<file path="src/hw/rtl/beq_pkg.sv">
`timescale 1ns / 1ps
// ----------------------------------------------------------------------------
// beq_pkg
// Shared constants, types and a saturating increment for the button event qualifier
// ----------------------------------------------------------------------------
package beq_pkg;

    localparam int unsigned CNT_W    = 16;
    localparam int unsigned PADDR_W  = 4;
    localparam int unsigned PDATA_W  = 32;
    localparam int unsigned REG_IDX_W = 2;

    localparam logic [CNT_W-1:0] CNT_MAX = {CNT_W{1'b1}};

    localparam logic [CNT_W-1:0] DEBOUNCE_TICKS_RST     = CNT_W'(50);
    localparam logic [CNT_W-1:0] LONG_PRESS_TICKS_RST   = CNT_W'(1000);
    localparam logic [CNT_W-1:0] DOUBLE_PRESS_TICKS_RST = CNT_W'(300);
    localparam logic             ACTIVE_LOW_RST         = 1'b0;

    typedef enum logic [REG_IDX_W-1:0] {
        REG_DEBOUNCE_TICKS     = 2'd0,
        REG_LONG_PRESS_TICKS   = 2'd1,
        REG_DOUBLE_PRESS_TICKS = 2'd2,
        REG_ACTIVE_LOW         = 2'd3
    } reg_idx_t;

    typedef struct packed {
        logic held_level;
        logic press_event;
        logic release_event;
        logic long_press_event;
        logic double_press_event;
        logic toggle_level;
    } event_t;

    function automatic logic [CNT_W-1:0] sat_inc(input logic [CNT_W-1:0] v);
        logic [CNT_W-1:0] r;
        r = (v == CNT_MAX) ? CNT_MAX : v + CNT_W'(1);
        return r;
    endfunction

endpackage

</file>
<file path="src/hw/rtl/beq_tick_if.sv">
`timescale 1ns / 1ps
// ----------------------------------------------------------------------------
// beq_tick_if
// Tick channel carrying the raw button pin level
// ----------------------------------------------------------------------------
interface beq_tick_if;

    logic valid;
    logic ready;
    logic raw_level;

    modport source (output valid, output raw_level, input ready);
    modport sink   (input valid, input raw_level, output ready);

endinterface

</file>
<file path="src/hw/rtl/beq_event_if.sv">
`timescale 1ns / 1ps
// ----------------------------------------------------------------------------
// beq_event_if
// Result channel carrying the debounced level and event flags
// ----------------------------------------------------------------------------
interface beq_event_if;

    logic valid;
    logic ready;
    logic held_level;
    logic press_event;
    logic release_event;
    logic long_press_event;
    logic double_press_event;
    logic toggle_level;

    modport source (
        output valid, output held_level, output press_event, output release_event,
        output long_press_event, output double_press_event, output toggle_level,
        input ready
    );
    modport sink (
        input valid, input held_level, input press_event, input release_event,
        input long_press_event, input double_press_event, input toggle_level,
        output ready
    );

endinterface

</file>
<file path="src/hw/rtl/button_event_qualifier_top.sv">
`timescale 1ns / 1ps
// ----------------------------------------------------------------------------
// button_event_qualifier_top
// Debounce, edge, long press, double press and toggle for one push button
// ----------------------------------------------------------------------------
// One tick transfer in gives one event transfer out. A tick is captured in an
// input register; when it advances, the debounce, hold and double-press
// counters are updated and the result is written to the output register.
// A new tick is taken every cycle while the result side keeps up. Registers:
// 0x0 debounce_ticks, 0x4 long_press_ticks, 0x8 double_press_ticks, 0xC
// active_low; write them only while idle.
module button_event_qualifier_top (
    input  logic                         clk,
    input  logic                         rst_n,
    beq_tick_if.sink                     tick_in,
    beq_event_if.source                  event_out,
    input  logic                         psel,
    input  logic                         penable,
    input  logic                         pwrite,
    input  logic [beq_pkg::PADDR_W-1:0]  paddr,
    input  logic [beq_pkg::PDATA_W-1:0]  pwdata,
    output logic [beq_pkg::PDATA_W-1:0]  prdata,
    output logic                         pready
);

    localparam int unsigned W = beq_pkg::CNT_W;

    // configuration
    logic [W-1:0] debounce_ticks_reg;
    logic [W-1:0] long_press_ticks_reg;
    logic [W-1:0] double_press_ticks_reg;
    logic         active_low_reg;
    logic         cfg_write;
    beq_pkg::reg_idx_t cfg_idx;

    // pipeline control
    logic         in_valid_reg;
    logic         raw_reg;
    logic         out_valid_reg;
    beq_pkg::event_t out_reg;
    logic         advance;

    // tick state
    logic [W-1:0] sample_age_reg,        sample_age_next;
    logic         debounced_reg,         debounced_next;
    logic         previous_level_reg,    previous_level_next;
    logic         hold_timing_reg,       hold_timing_next;
    logic [W-1:0] hold_age_reg,          hold_age_next;
    logic         awaiting_second_reg,   awaiting_second_next;
    logic [W-1:0] since_first_press_reg, since_first_press_next;
    logic         toggle_bit_reg,        toggle_bit_next;
    beq_pkg::event_t ev_next;

    logic [W-1:0] age;
    logic         press;
    logic         release_ev;
    logic         long_ev;
    logic         double_ev;
    logic [W-1:0] sfp_age;

    assign pready    = 1'b1;
    assign cfg_write = psel && penable && pwrite;
    assign cfg_idx   = beq_pkg::reg_idx_t'(paddr[beq_pkg::REG_IDX_W+1:2]);

    always_ff @(posedge clk or negedge rst_n)
    begin
        if (!rst_n)
        begin
            debounce_ticks_reg     <= beq_pkg::DEBOUNCE_TICKS_RST;
            long_press_ticks_reg   <= beq_pkg::LONG_PRESS_TICKS_RST;
            double_press_ticks_reg <= beq_pkg::DOUBLE_PRESS_TICKS_RST;
            active_low_reg         <= beq_pkg::ACTIVE_LOW_RST;
        end
        else if (cfg_write)
        begin
            case (cfg_idx)
                beq_pkg::REG_DEBOUNCE_TICKS:     debounce_ticks_reg     <= pwdata[W-1:0];
                beq_pkg::REG_LONG_PRESS_TICKS:   long_press_ticks_reg   <= pwdata[W-1:0];
                beq_pkg::REG_DOUBLE_PRESS_TICKS: double_press_ticks_reg <= pwdata[W-1:0];
                beq_pkg::REG_ACTIVE_LOW:         active_low_reg         <= pwdata[0];
                default: ;
            endcase
        end
    end

    always_comb
    begin
        case (cfg_idx)
            beq_pkg::REG_DEBOUNCE_TICKS:
                prdata = {{(beq_pkg::PDATA_W-W){1'b0}}, debounce_ticks_reg};
            beq_pkg::REG_LONG_PRESS_TICKS:
                prdata = {{(beq_pkg::PDATA_W-W){1'b0}}, long_press_ticks_reg};
            beq_pkg::REG_DOUBLE_PRESS_TICKS:
                prdata = {{(beq_pkg::PDATA_W-W){1'b0}}, double_press_ticks_reg};
            beq_pkg::REG_ACTIVE_LOW:
                prdata = {{(beq_pkg::PDATA_W-1){1'b0}}, active_low_reg};
            default:
                prdata = '0;
        endcase
    end

    // handshake: output register parts the two sides
    assign advance       = in_valid_reg && (!out_valid_reg || event_out.ready);
    assign tick_in.ready = !in_valid_reg || advance;

    always_ff @(posedge clk or negedge rst_n)
    begin
        if (!rst_n)
        begin
            in_valid_reg  <= 1'b0;
            out_valid_reg <= 1'b0;
        end
        else
        begin
            if (tick_in.ready)
                in_valid_reg <= tick_in.valid;
            if (advance)
                out_valid_reg <= 1'b1;
            else if (event_out.ready)
                out_valid_reg <= 1'b0;
        end
    end

    always_ff @(posedge clk)
    begin
        if (tick_in.valid && tick_in.ready)
            raw_reg <= tick_in.raw_level;
        if (advance)
            out_reg <= ev_next;
    end

    // per-tick update
    always_comb
    begin
        age = beq_pkg::sat_inc(sample_age_reg);
        if (age >= debounce_ticks_reg)
        begin
            debounced_next  = raw_reg ^ active_low_reg;
            sample_age_next = '0;
        end
        else
        begin
            debounced_next  = debounced_reg;
            sample_age_next = age;
        end

        press               = debounced_next & ~previous_level_reg;
        release_ev          = ~debounced_next & previous_level_reg;
        previous_level_next = debounced_next;

        long_ev = 1'b0;
        if (debounced_next)
        begin
            if (!hold_timing_reg)
            begin
                hold_timing_next = 1'b1;
                hold_age_next    = '0;
            end
            else
            begin
                hold_timing_next = 1'b1;
                hold_age_next    = beq_pkg::sat_inc(hold_age_reg);
            end
            if (hold_age_next >= long_press_ticks_reg)
            begin
                long_ev          = 1'b1;
                hold_timing_next = 1'b0;
            end
        end
        else
        begin
            hold_timing_next = 1'b0;
            hold_age_next    = hold_age_reg;
        end

        double_ev = 1'b0;
        sfp_age   = awaiting_second_reg ? beq_pkg::sat_inc(since_first_press_reg)
                                        : since_first_press_reg;
        awaiting_second_next   = awaiting_second_reg;
        since_first_press_next = sfp_age;
        if (press)
        begin
            if (awaiting_second_reg && (sfp_age <= double_press_ticks_reg))
            begin
                double_ev            = 1'b1;
                awaiting_second_next = 1'b0;
            end
            else
            begin
                since_first_press_next = '0;
                awaiting_second_next   = 1'b1;
            end
        end
        if (awaiting_second_next && (since_first_press_next > double_press_ticks_reg))
            awaiting_second_next = 1'b0;

        toggle_bit_next = toggle_bit_reg ^ press;

        ev_next.held_level         = debounced_next;
        ev_next.press_event        = press;
        ev_next.release_event      = release_ev;
        ev_next.long_press_event   = long_ev;
        ev_next.double_press_event = double_ev;
        ev_next.toggle_level       = toggle_bit_next;
    end

    always_ff @(posedge clk or negedge rst_n)
    begin
        if (!rst_n)
        begin
            sample_age_reg        <= '0;
            debounced_reg         <= 1'b0;
            previous_level_reg    <= 1'b0;
            hold_timing_reg       <= 1'b0;
            hold_age_reg          <= '0;
            awaiting_second_reg   <= 1'b0;
            since_first_press_reg <= '0;
            toggle_bit_reg        <= 1'b0;
        end
        else if (advance)
        begin
            sample_age_reg        <= sample_age_next;
            debounced_reg         <= debounced_next;
            previous_level_reg    <= previous_level_next;
            hold_timing_reg       <= hold_timing_next;
            hold_age_reg          <= hold_age_next;
            awaiting_second_reg   <= awaiting_second_next;
            since_first_press_reg <= since_first_press_next;
            toggle_bit_reg        <= toggle_bit_next;
        end
    end

    assign event_out.valid              = out_valid_reg;
    assign event_out.held_level         = out_reg.held_level;
    assign event_out.press_event        = out_reg.press_event;
    assign event_out.release_event      = out_reg.release_event;
    assign event_out.long_press_event   = out_reg.long_press_event;
    assign event_out.double_press_event = out_reg.double_press_event;
    assign event_out.toggle_level       = out_reg.toggle_level;

    // checks
    a_edge_excl: assert property (@(posedge clk) disable iff (!rst_n)
        event_out.valid |-> !(event_out.press_event && event_out.release_event))
        else $error("press and release in the same transfer");

    a_press_held: assert property (@(posedge clk) disable iff (!rst_n)
        (event_out.valid && event_out.press_event) |-> event_out.held_level)
        else $error("press event without held level");

    a_long_held: assert property (@(posedge clk) disable iff (!rst_n)
        (event_out.valid && event_out.long_press_event) |-> event_out.held_level)
        else $error("long press while released");

    a_double_press: assert property (@(posedge clk) disable iff (!rst_n)
        (event_out.valid && event_out.double_press_event) |-> event_out.press_event)
        else $error("double press without press");

    a_state_frozen: assert property (@(posedge clk) disable iff (!rst_n)
        !advance |=> $stable(toggle_bit_reg) && $stable(sample_age_reg))
        else $error("tick state moved without a tick");

endmodule
</file>
<file path="src/flat_wrapper.sv">
// flat-port wrapper written by rule: the top's interface ports become plain ports
module button_event_qualifier_top_flat 
  (clk, rst_n, psel, penable, pwrite, paddr, pwdata, prdata, pready, tick_in_valid, tick_in_raw_level, tick_in_ready, event_out_valid, event_out_held_level, event_out_press_event, event_out_release_event, event_out_long_press_event, event_out_double_press_event, event_out_toggle_level, event_out_ready);
  beq_tick_if tick_in_i ();
  beq_event_if event_out_i ();
  input  logic clk;
  input  logic rst_n;
  input  logic psel;
  input  logic penable;
  input  logic pwrite;
  input  logic [beq_pkg::PADDR_W-1:0] paddr;
  input  logic [beq_pkg::PDATA_W-1:0] pwdata;
  output logic [beq_pkg::PDATA_W-1:0] prdata;
  output logic pready;
  input wire logic [$bits(tick_in_i.valid)-1:0] tick_in_valid;
  input wire logic [$bits(tick_in_i.raw_level)-1:0] tick_in_raw_level;
  output wire logic [$bits(tick_in_i.ready)-1:0] tick_in_ready;
  output wire logic [$bits(event_out_i.valid)-1:0] event_out_valid;
  output wire logic [$bits(event_out_i.held_level)-1:0] event_out_held_level;
  output wire logic [$bits(event_out_i.press_event)-1:0] event_out_press_event;
  output wire logic [$bits(event_out_i.release_event)-1:0] event_out_release_event;
  output wire logic [$bits(event_out_i.long_press_event)-1:0] event_out_long_press_event;
  output wire logic [$bits(event_out_i.double_press_event)-1:0] event_out_double_press_event;
  output wire logic [$bits(event_out_i.toggle_level)-1:0] event_out_toggle_level;
  input wire logic [$bits(event_out_i.ready)-1:0] event_out_ready;
  assign tick_in_i.valid = tick_in_valid;
  assign tick_in_i.raw_level = tick_in_raw_level;
  assign tick_in_ready = tick_in_i.ready;
  assign event_out_valid = event_out_i.valid;
  assign event_out_held_level = event_out_i.held_level;
  assign event_out_press_event = event_out_i.press_event;
  assign event_out_release_event = event_out_i.release_event;
  assign event_out_long_press_event = event_out_i.long_press_event;
  assign event_out_double_press_event = event_out_i.double_press_event;
  assign event_out_toggle_level = event_out_i.toggle_level;
  assign event_out_i.ready = event_out_ready;
  button_event_qualifier_top u_core (.clk(clk), .rst_n(rst_n), .tick_in(tick_in_i), .event_out(event_out_i), .psel(psel), .penable(penable), .pwrite(pwrite), .paddr(paddr), .pwdata(pwdata), .prdata(prdata), .pready(pready));
endmodule
</file>
<file path="config.mk">
export PLATFORM = sky130hd
export DESIGN_NAME = button_event_qualifier_top_flat
export DESIGN_NICKNAME = d
export VERILOG_FILES = /design/src/hw/rtl/beq_pkg.sv /design/src/hw/rtl/beq_tick_if.sv /design/src/hw/rtl/beq_event_if.sv /design/src/hw/rtl/button_event_qualifier_top.sv /design/src/flat_wrapper.sv
export SDC_FILE = /design/constraint.sdc
export NUM_CORES = 1
export LEC_CHECK = 0
export ABC_AREA = 1
export CORE_UTILIZATION = 30
export DETAILED_ROUTE_END_ITERATION = 8
export DONT_BUFFER_PORTS = 1
export SLEW_MARGIN = 0
export SYNTH_ARGS = -nofsm -noshare
export SYNTH_HDL_FRONTEND = slang
export SYNTH_SLANG_ARGS = --single-unit
</file>
<file path="constraint.sdc">
create_clock -name clk -period 8.3 [get_ports clk]
set_input_delay 0.83 -clock clk [delete_from_list [all_inputs] [get_ports clk]]
set_output_delay 0.83 -clock clk [all_outputs]
set_load 0.02 [all_outputs]
</file>
# Word level (Yosys, flattened, before mapping)
# Cells that the tools add are included.
[totals]
reg_bits = 110
out_inout_bits = 41
wordCells = 76
[classes]
add_sub_neg = 3
order_cmp = 4
n_eq_ne = 6
muxes = 20
bitwise = 6
n_reduce_logical = 17
[op_table]
columns = ["operator", "n"]
rows = [
  ["16-bit two-way mux", 9],
  ["32-bit case mux with 4 select lines", 1],
  ["16-bit by 1-bit adder with 16-bit output, second input constant", 3],
  ["16-bit == test, second input constant", 3],
  ["16-bit greater-or-equal comparator", 2],
  ["16-bit > comparator", 1],
  ["16-bit <= comparator", 1],
  ["1-bit two-way mux", 10],
  ["2-bit AND reduction", 5],
  ["1-bit logical AND", 6],
  ["2-bit == test, second input constant", 2],
  ["1-bit bitwise AND", 2],
  ["2-bit by 1-bit == test with 1-bit output, second input constant", 1],
  ["1-bit logical NOT", 2],
  ["2-bit logical NOT", 1],
  ["1-bit logical OR", 2],
  ["1-bit inverter", 2],
  ["2-bit nonzero test", 1],
  ["1-bit bitwise XOR", 2],
]

# Depth between registers and ports, before layout
[logic_depth]
depth_word = 10
mapped_depth = 38
mapped_depth_nobuf = 36

# Worst setup path before layout
# Ideal clock, no wire load.
[synth_timing]
kind = "register -> register"
from = "register u_core.sample_age_reg[0]"
to = "register u_core.awaiting_second_reg"
setup_time_ns = 0.078
arrival_ns = 3.486
required_time_ns = 8.222
setup_slack_ns = 4.736
stages_incl_launch_ff = 27
n_path_buf = 1
synth_period_minus_slack_ns = 3.564
cell_sequence = "dfrtp_1 ha_1 nand3_1 nor3_1 nand3_1 inv_1 nand3_1 nand2_1 nand3_1 ha_1 nand2_1 nor3_1 nand2_1 nand2_2 nand3_2 inv_2 nand2_4 inv_2 buf_6 nor2_1 ha_1 nand4_1 nor3_1 nand3_1 a21oi_1 nand2_1 o21bai_1"
[synth_via]
elab_chain_len = 9
word_cells_on_any_way = 11
cone_classes = "1 x add/sub; 2 x order compare; 1 x eq/ne; 5 x mux; 1 x bitwise; 1 x reduce/logical"
[synth_lines]
columns = ["item", "line_no", "text"]
rows = [
  ["from (decl)", "button_event_qualifier_top.sv:44", "logic [W-1:0] sample_age_reg, sample_age_next;"],
  ["from (signal assigned)", "button_event_qualifier_top.sv:222", "sample_age_reg <= sample_age_next;"],
  ["16-bit by 1-bit adder with 16-bit output / 16-bit == test (equally long branches)", "beq_pkg.sv:38", "r = (v == CNT_MAX) ? CNT_MAX : v + CNT_W'(1);"],
  ["16-bit two-way mux (*)", "beq_pkg.sv:38", ""],
  ["16-bit greater-or-equal comparator (*)", "button_event_qualifier_top.sv:136", "if (age >= debounce_ticks_reg)"],
  ["1-bit two-way mux (*)", "button_event_qualifier_top.sv:136", ""],
  ["1-bit bitwise AND (*)", "button_event_qualifier_top.sv:147", "press = debounced_next & ~previous_level_reg;"],
  ["named net u_core.press", "button_event_qualifier_top.sv:55", "logic press;"],
  ["16-bit two-way mux (*)", "button_event_qualifier_top.sv:181", "if (press)"],
  ["named net u_core.since_first_press_next[13]", "button_event_qualifier_top.sv:50", "logic [W-1:0] since_first_press_reg, since_first_press_next;"],
  ["16-bit > comparator (*)", "button_event_qualifier_top.sv:194", "if (awaiting_second_next && (since_first_press_next > double_press_ticks_reg))"],
  ["1-bit logical AND (*)", "button_event_qualifier_top.sv:194", ""],
  ["1-bit two-way mux (*)", "button_event_qualifier_top.sv:194", ""],
  ["to (signal assigned)", "button_event_qualifier_top.sv:227", "awaiting_second_reg <= awaiting_second_next;"],
  ["to (decl)", "button_event_qualifier_top.sv:49", "logic awaiting_second_reg, awaiting_second_next;"],
]
# The timed path passes the listed nets; every way through them passes the cells marked *.
# A chain may end at the register's enable or synchronous reset.

# Final worst setup path
[layout_timing]
from = "register u_core.since_first_press_reg[0]"
to = "register u_core.awaiting_second_reg"
[layout_via]
elab_chain_len = 10
word_cells_on_any_way = 13
cone_classes = "1 x add/sub; 2 x order compare; 1 x eq/ne; 7 x mux; 2 x reduce/logical"
[layout_lines]
columns = ["item", "line_no", "text"]
rows = [
  ["from (decl)", "button_event_qualifier_top.sv:50", ""],
  ["from (signal assigned)", "button_event_qualifier_top.sv:228", "since_first_press_reg <= since_first_press_next;"],
  ["16-bit by 1-bit adder with 16-bit output / 16-bit == test (equally long branches)", "beq_pkg.sv:38", ""],
  ["16-bit two-way mux", "beq_pkg.sv:38", ""],
  ["16-bit two-way mux (*)", "button_event_qualifier_top.sv:177", "sfp_age = awaiting_second_reg ? beq_pkg::sat_inc(since_first_press_reg)"],
  ["16-bit <= comparator", "button_event_qualifier_top.sv:183", "if (awaiting_second_reg && (sfp_age <= double_press_ticks_reg))"],
  ["1-bit logical AND", "button_event_qualifier_top.sv:183", ""],
  ["16-bit two-way mux", "button_event_qualifier_top.sv:183", ""],
  ["16-bit two-way mux (*)", "button_event_qualifier_top.sv:181", ""],
  ["named net u_core.since_first_press_next[9]", "button_event_qualifier_top.sv:50", ""],
  ["16-bit > comparator (*)", "button_event_qualifier_top.sv:194", ""],
  ["1-bit logical AND (*)", "button_event_qualifier_top.sv:194", ""],
  ["1-bit two-way mux (*)", "button_event_qualifier_top.sv:194", ""],
]
# Marked as above.

==> impl_metrics.env <==
export IMPL_status="finished, final reports clean"
export IMPL_yosys_top_cells_count="nand2_1, inv_1, dfrtp_1"
export IMPL_hpwlAfterDp_um=14900
export IMPL_cp_required_ps=8600
export IMPL_async_flop_share_pct=93.6
export IMPL_slew_headroom_pct=27.7
export IMPL_clock_sinks=110
export IMPL_synth_area_mm2=0.00772
export IMPL_num_vias=6409
export IMPL_tritoncts="done"
export IMPL_max_cap_viol_count=0
export IMPL_dpl_cell_area_mm2=0.00794
export IMPL_grt_max_degree=104
export IMPL_syn_to_final_growth_pct=6.63
export IMPL_core_mm2=0.0252
export IMPL_place_port_buffers=0
export IMPL_dieWidth_um=162
export IMPL_path_clk_slew_ps=80
export IMPL_setup_tns_ps=0
export IMPL_cp_start_kind="flop"
export IMPL_grt_pass1_wl_um=32100
export IMPL_yosysTopAreaCellShare_pct=29.2
export IMPL_fin_area_mm2=0.00824
export IMPL_seq_area_frac_synth_pct=36.3
export IMPL_hp_class="in -> async"
export IMPL_grt_pass1_vias=6004
export IMPL_finalMaxSlewViolations=0
export IMPL_root_buffer="clkbuf_16"
export IMPL_antenna_cells=0
export IMPL_clock_fmax_ghz=0.211
export IMPL_drt_wirelength_per_cell_um=14.9
export IMPL_cellPowerDensity_mw_per_mm2=248
export IMPL_die_h_um=162
export IMPL_wirelength_um=20100
export IMPL_rows=58
export IMPL_cts_resized=0
export IMPL_clk_path_buf_depth=2
export IMPL_antenna_found_initial=0
export IMPL_synth_seq_cells=110
export IMPL_htree_levels=3
export IMPL_crit_type="reg -> reg"
export IMPL_ios=85
export IMPL_critical_path_arrival_ps=5040
export IMPL_dr_pass1_iters=5
export IMPL_cts_buffers=9
export IMPL_end_kind="flop"
export IMPL_grt_usage_pct=15.8
export IMPL_finClkSkew_ps=13.0
export IMPL_synth_top_area_cell="dfrtp_1"
export IMPL_yosysUniqueCellTypes=46
export IMPL_post_cts_repair_setup_buffers=0
export IMPL_yosysMostFrequentCell="nand2_1"
export IMPL_gp_congestion=0.847
export IMPL_yosys_warnings=0
export IMPL_ant_nets=0
export IMPL_cts_hold_buffers_added=0
export IMPL_reg2regPathDepth=24
export IMPL_postLayoutCoreUtil_pct=32.7
export IMPL_worstMarginPinSlew_ps=1080
export IMPL_synth_edf_count=7
export IMPL_p_leak_nw=4.13
export IMPL_avgViaCountPerCell=4.74
export IMPL_grt_setup_unrepaired="false"
export IMPL_grt_ovfl_total=0
export IMPL_finalCritPeriodShare_pct=57.1
export IMPL_drt_iter0_drc=410
export IMPL_ir_drop_mv=0.155
export IMPL_synth_flop_cell="dfrtp_1"
export IMPL_die_area_mm2=0.0264
export IMPL_hold_viol_final=0
export IMPL_path_max_fanout=21
export IMPL_avgSynthCellArea_um2=7.48
export IMPL_final_layout_size_suffix_gt1_share_pct=7.53
export IMPL_setup_viol=0
export IMPL_min_period_ps=4740
export IMPL_clk_latency_ps=370
export IMPL_drc=0
export IMPL_yosys_top_cells_area="dfrtp_1, nand2_1, ha_1, inv_1, o21ai_0"
export IMPL_initial_utilization_pct=30.7
export IMPL_synthCells=1033
export IMPL_setup_ws_ps=3560
export IMPL_place_ws_ps=3630
export IMPL_layout_nets=1128
==> report_power, final <==
group          internal (mW)  leakage, nW  switching, mW
clock network          0.237        0.141          0.219
logic                  0.254         2.60          0.568
registers              0.667         1.40         0.0997
==> final timing paths <==
check,from,end,slack (ps)
setup / recovery,u_core.since_first_press_reg[0],u_core.awaiting_second_reg,3560
hold / removal,rst_n,u_core.since_first_press_reg[3],150
setup reg to reg,u_core.since_first_press_reg[0],u_core.awaiting_second_reg,3560
hold reg to reg,u_core.long_press_ticks_reg[9],u_core.long_press_ticks_reg[9],490
max in group asynchronous,rst_n,u_core.long_press_ticks_reg[5],7920
min in group clk,u_core.long_press_ticks_reg[9],u_core.long_press_ticks_reg[9],490
==> metal layers <==
layer,GRT usage (%),up-vias,wire length [µm]
met5,0,-,0
met4,5.23,0,365
met3,3.51,23,1170
li1,-,3296,-
met2,25.6,143,9270
met1,20.6,2947,9320
==> final cells by class <==
type	count	area [µm²]
fill	2680	16900
multi-input combinational	737	4110
sequential	110	2800
inverter	156	586
tap	330	413
clock buffer	10	229
clock inverter	6	70.1
timing repair buffer	3	22.5
==> cell families (layout without fill, tap and decap cells) <==
group / Yosys count / in the layout / synth area share (%)
buf+inv: 201 / 175 / 11.2
xor+xnor: 23 / 23 / 2.61
other cells: 2 / 17 / 0.0972
flops: 110 / 110 / 36.3
simple gates: 470 / 470 / 27.4
fa+ha+maj: 67 / 67 / 10.9
compound gates: 160 / 160 / 11.5
==> metrics by stage <==
stage | instances | hold slack, ps | total power, mW
3_5_place_dp | 1336 | 473 | 1.60
3_3_place_gp | 1336 | 467 | 1.58
6_report | 1352 | 147 | 2.05
5_1_grt | 1352 | 136 | 2.22
4_1_cts | 1352 | 136 | 2.06
2_1_floorplan | 1048 | 453 | 1.41
==> placed cells by master, fill, tap and decap left out, drive strengths merged, types with 2 or more instances in the layout <==
master      n
dfrtp      90
inv       157
ha         67
nor3       19
nand3      74
clkbuf     10
a21oi      50
conb       17
o21ai      82
xor2       18
or2         6
o221ai     15
xnor2       5
o21a        2
edfxtp      7
o22ai       7
and2        2
clkinv      2
buf         3
clkinvlp    2
nor2       65
nand2     285
dfstp      13
nand4      17
==> worst max-delay path: stages (launching register included) <==
cell and delay [ps]:
dfrtp_1 430, ha_1 220, nand3_2 140, nor3_2 270, nand2_2 120, nor2_4 110, nand2_2 370, nand3_1 330
ha_1 150, nand2_1 90, nor3_1 370, nand2_1 90, nand2_1 60, nand2_1 40, nand2_1 150, nand2_4 190
inv_2 270, a21oi_1 80, ha_1 330, nand4_1 90, nor3_1 300, nand3_1 110, a21oi_1 170, nand2_1 70
o21bai_1 110
Power figures use the tool's default switching activity.
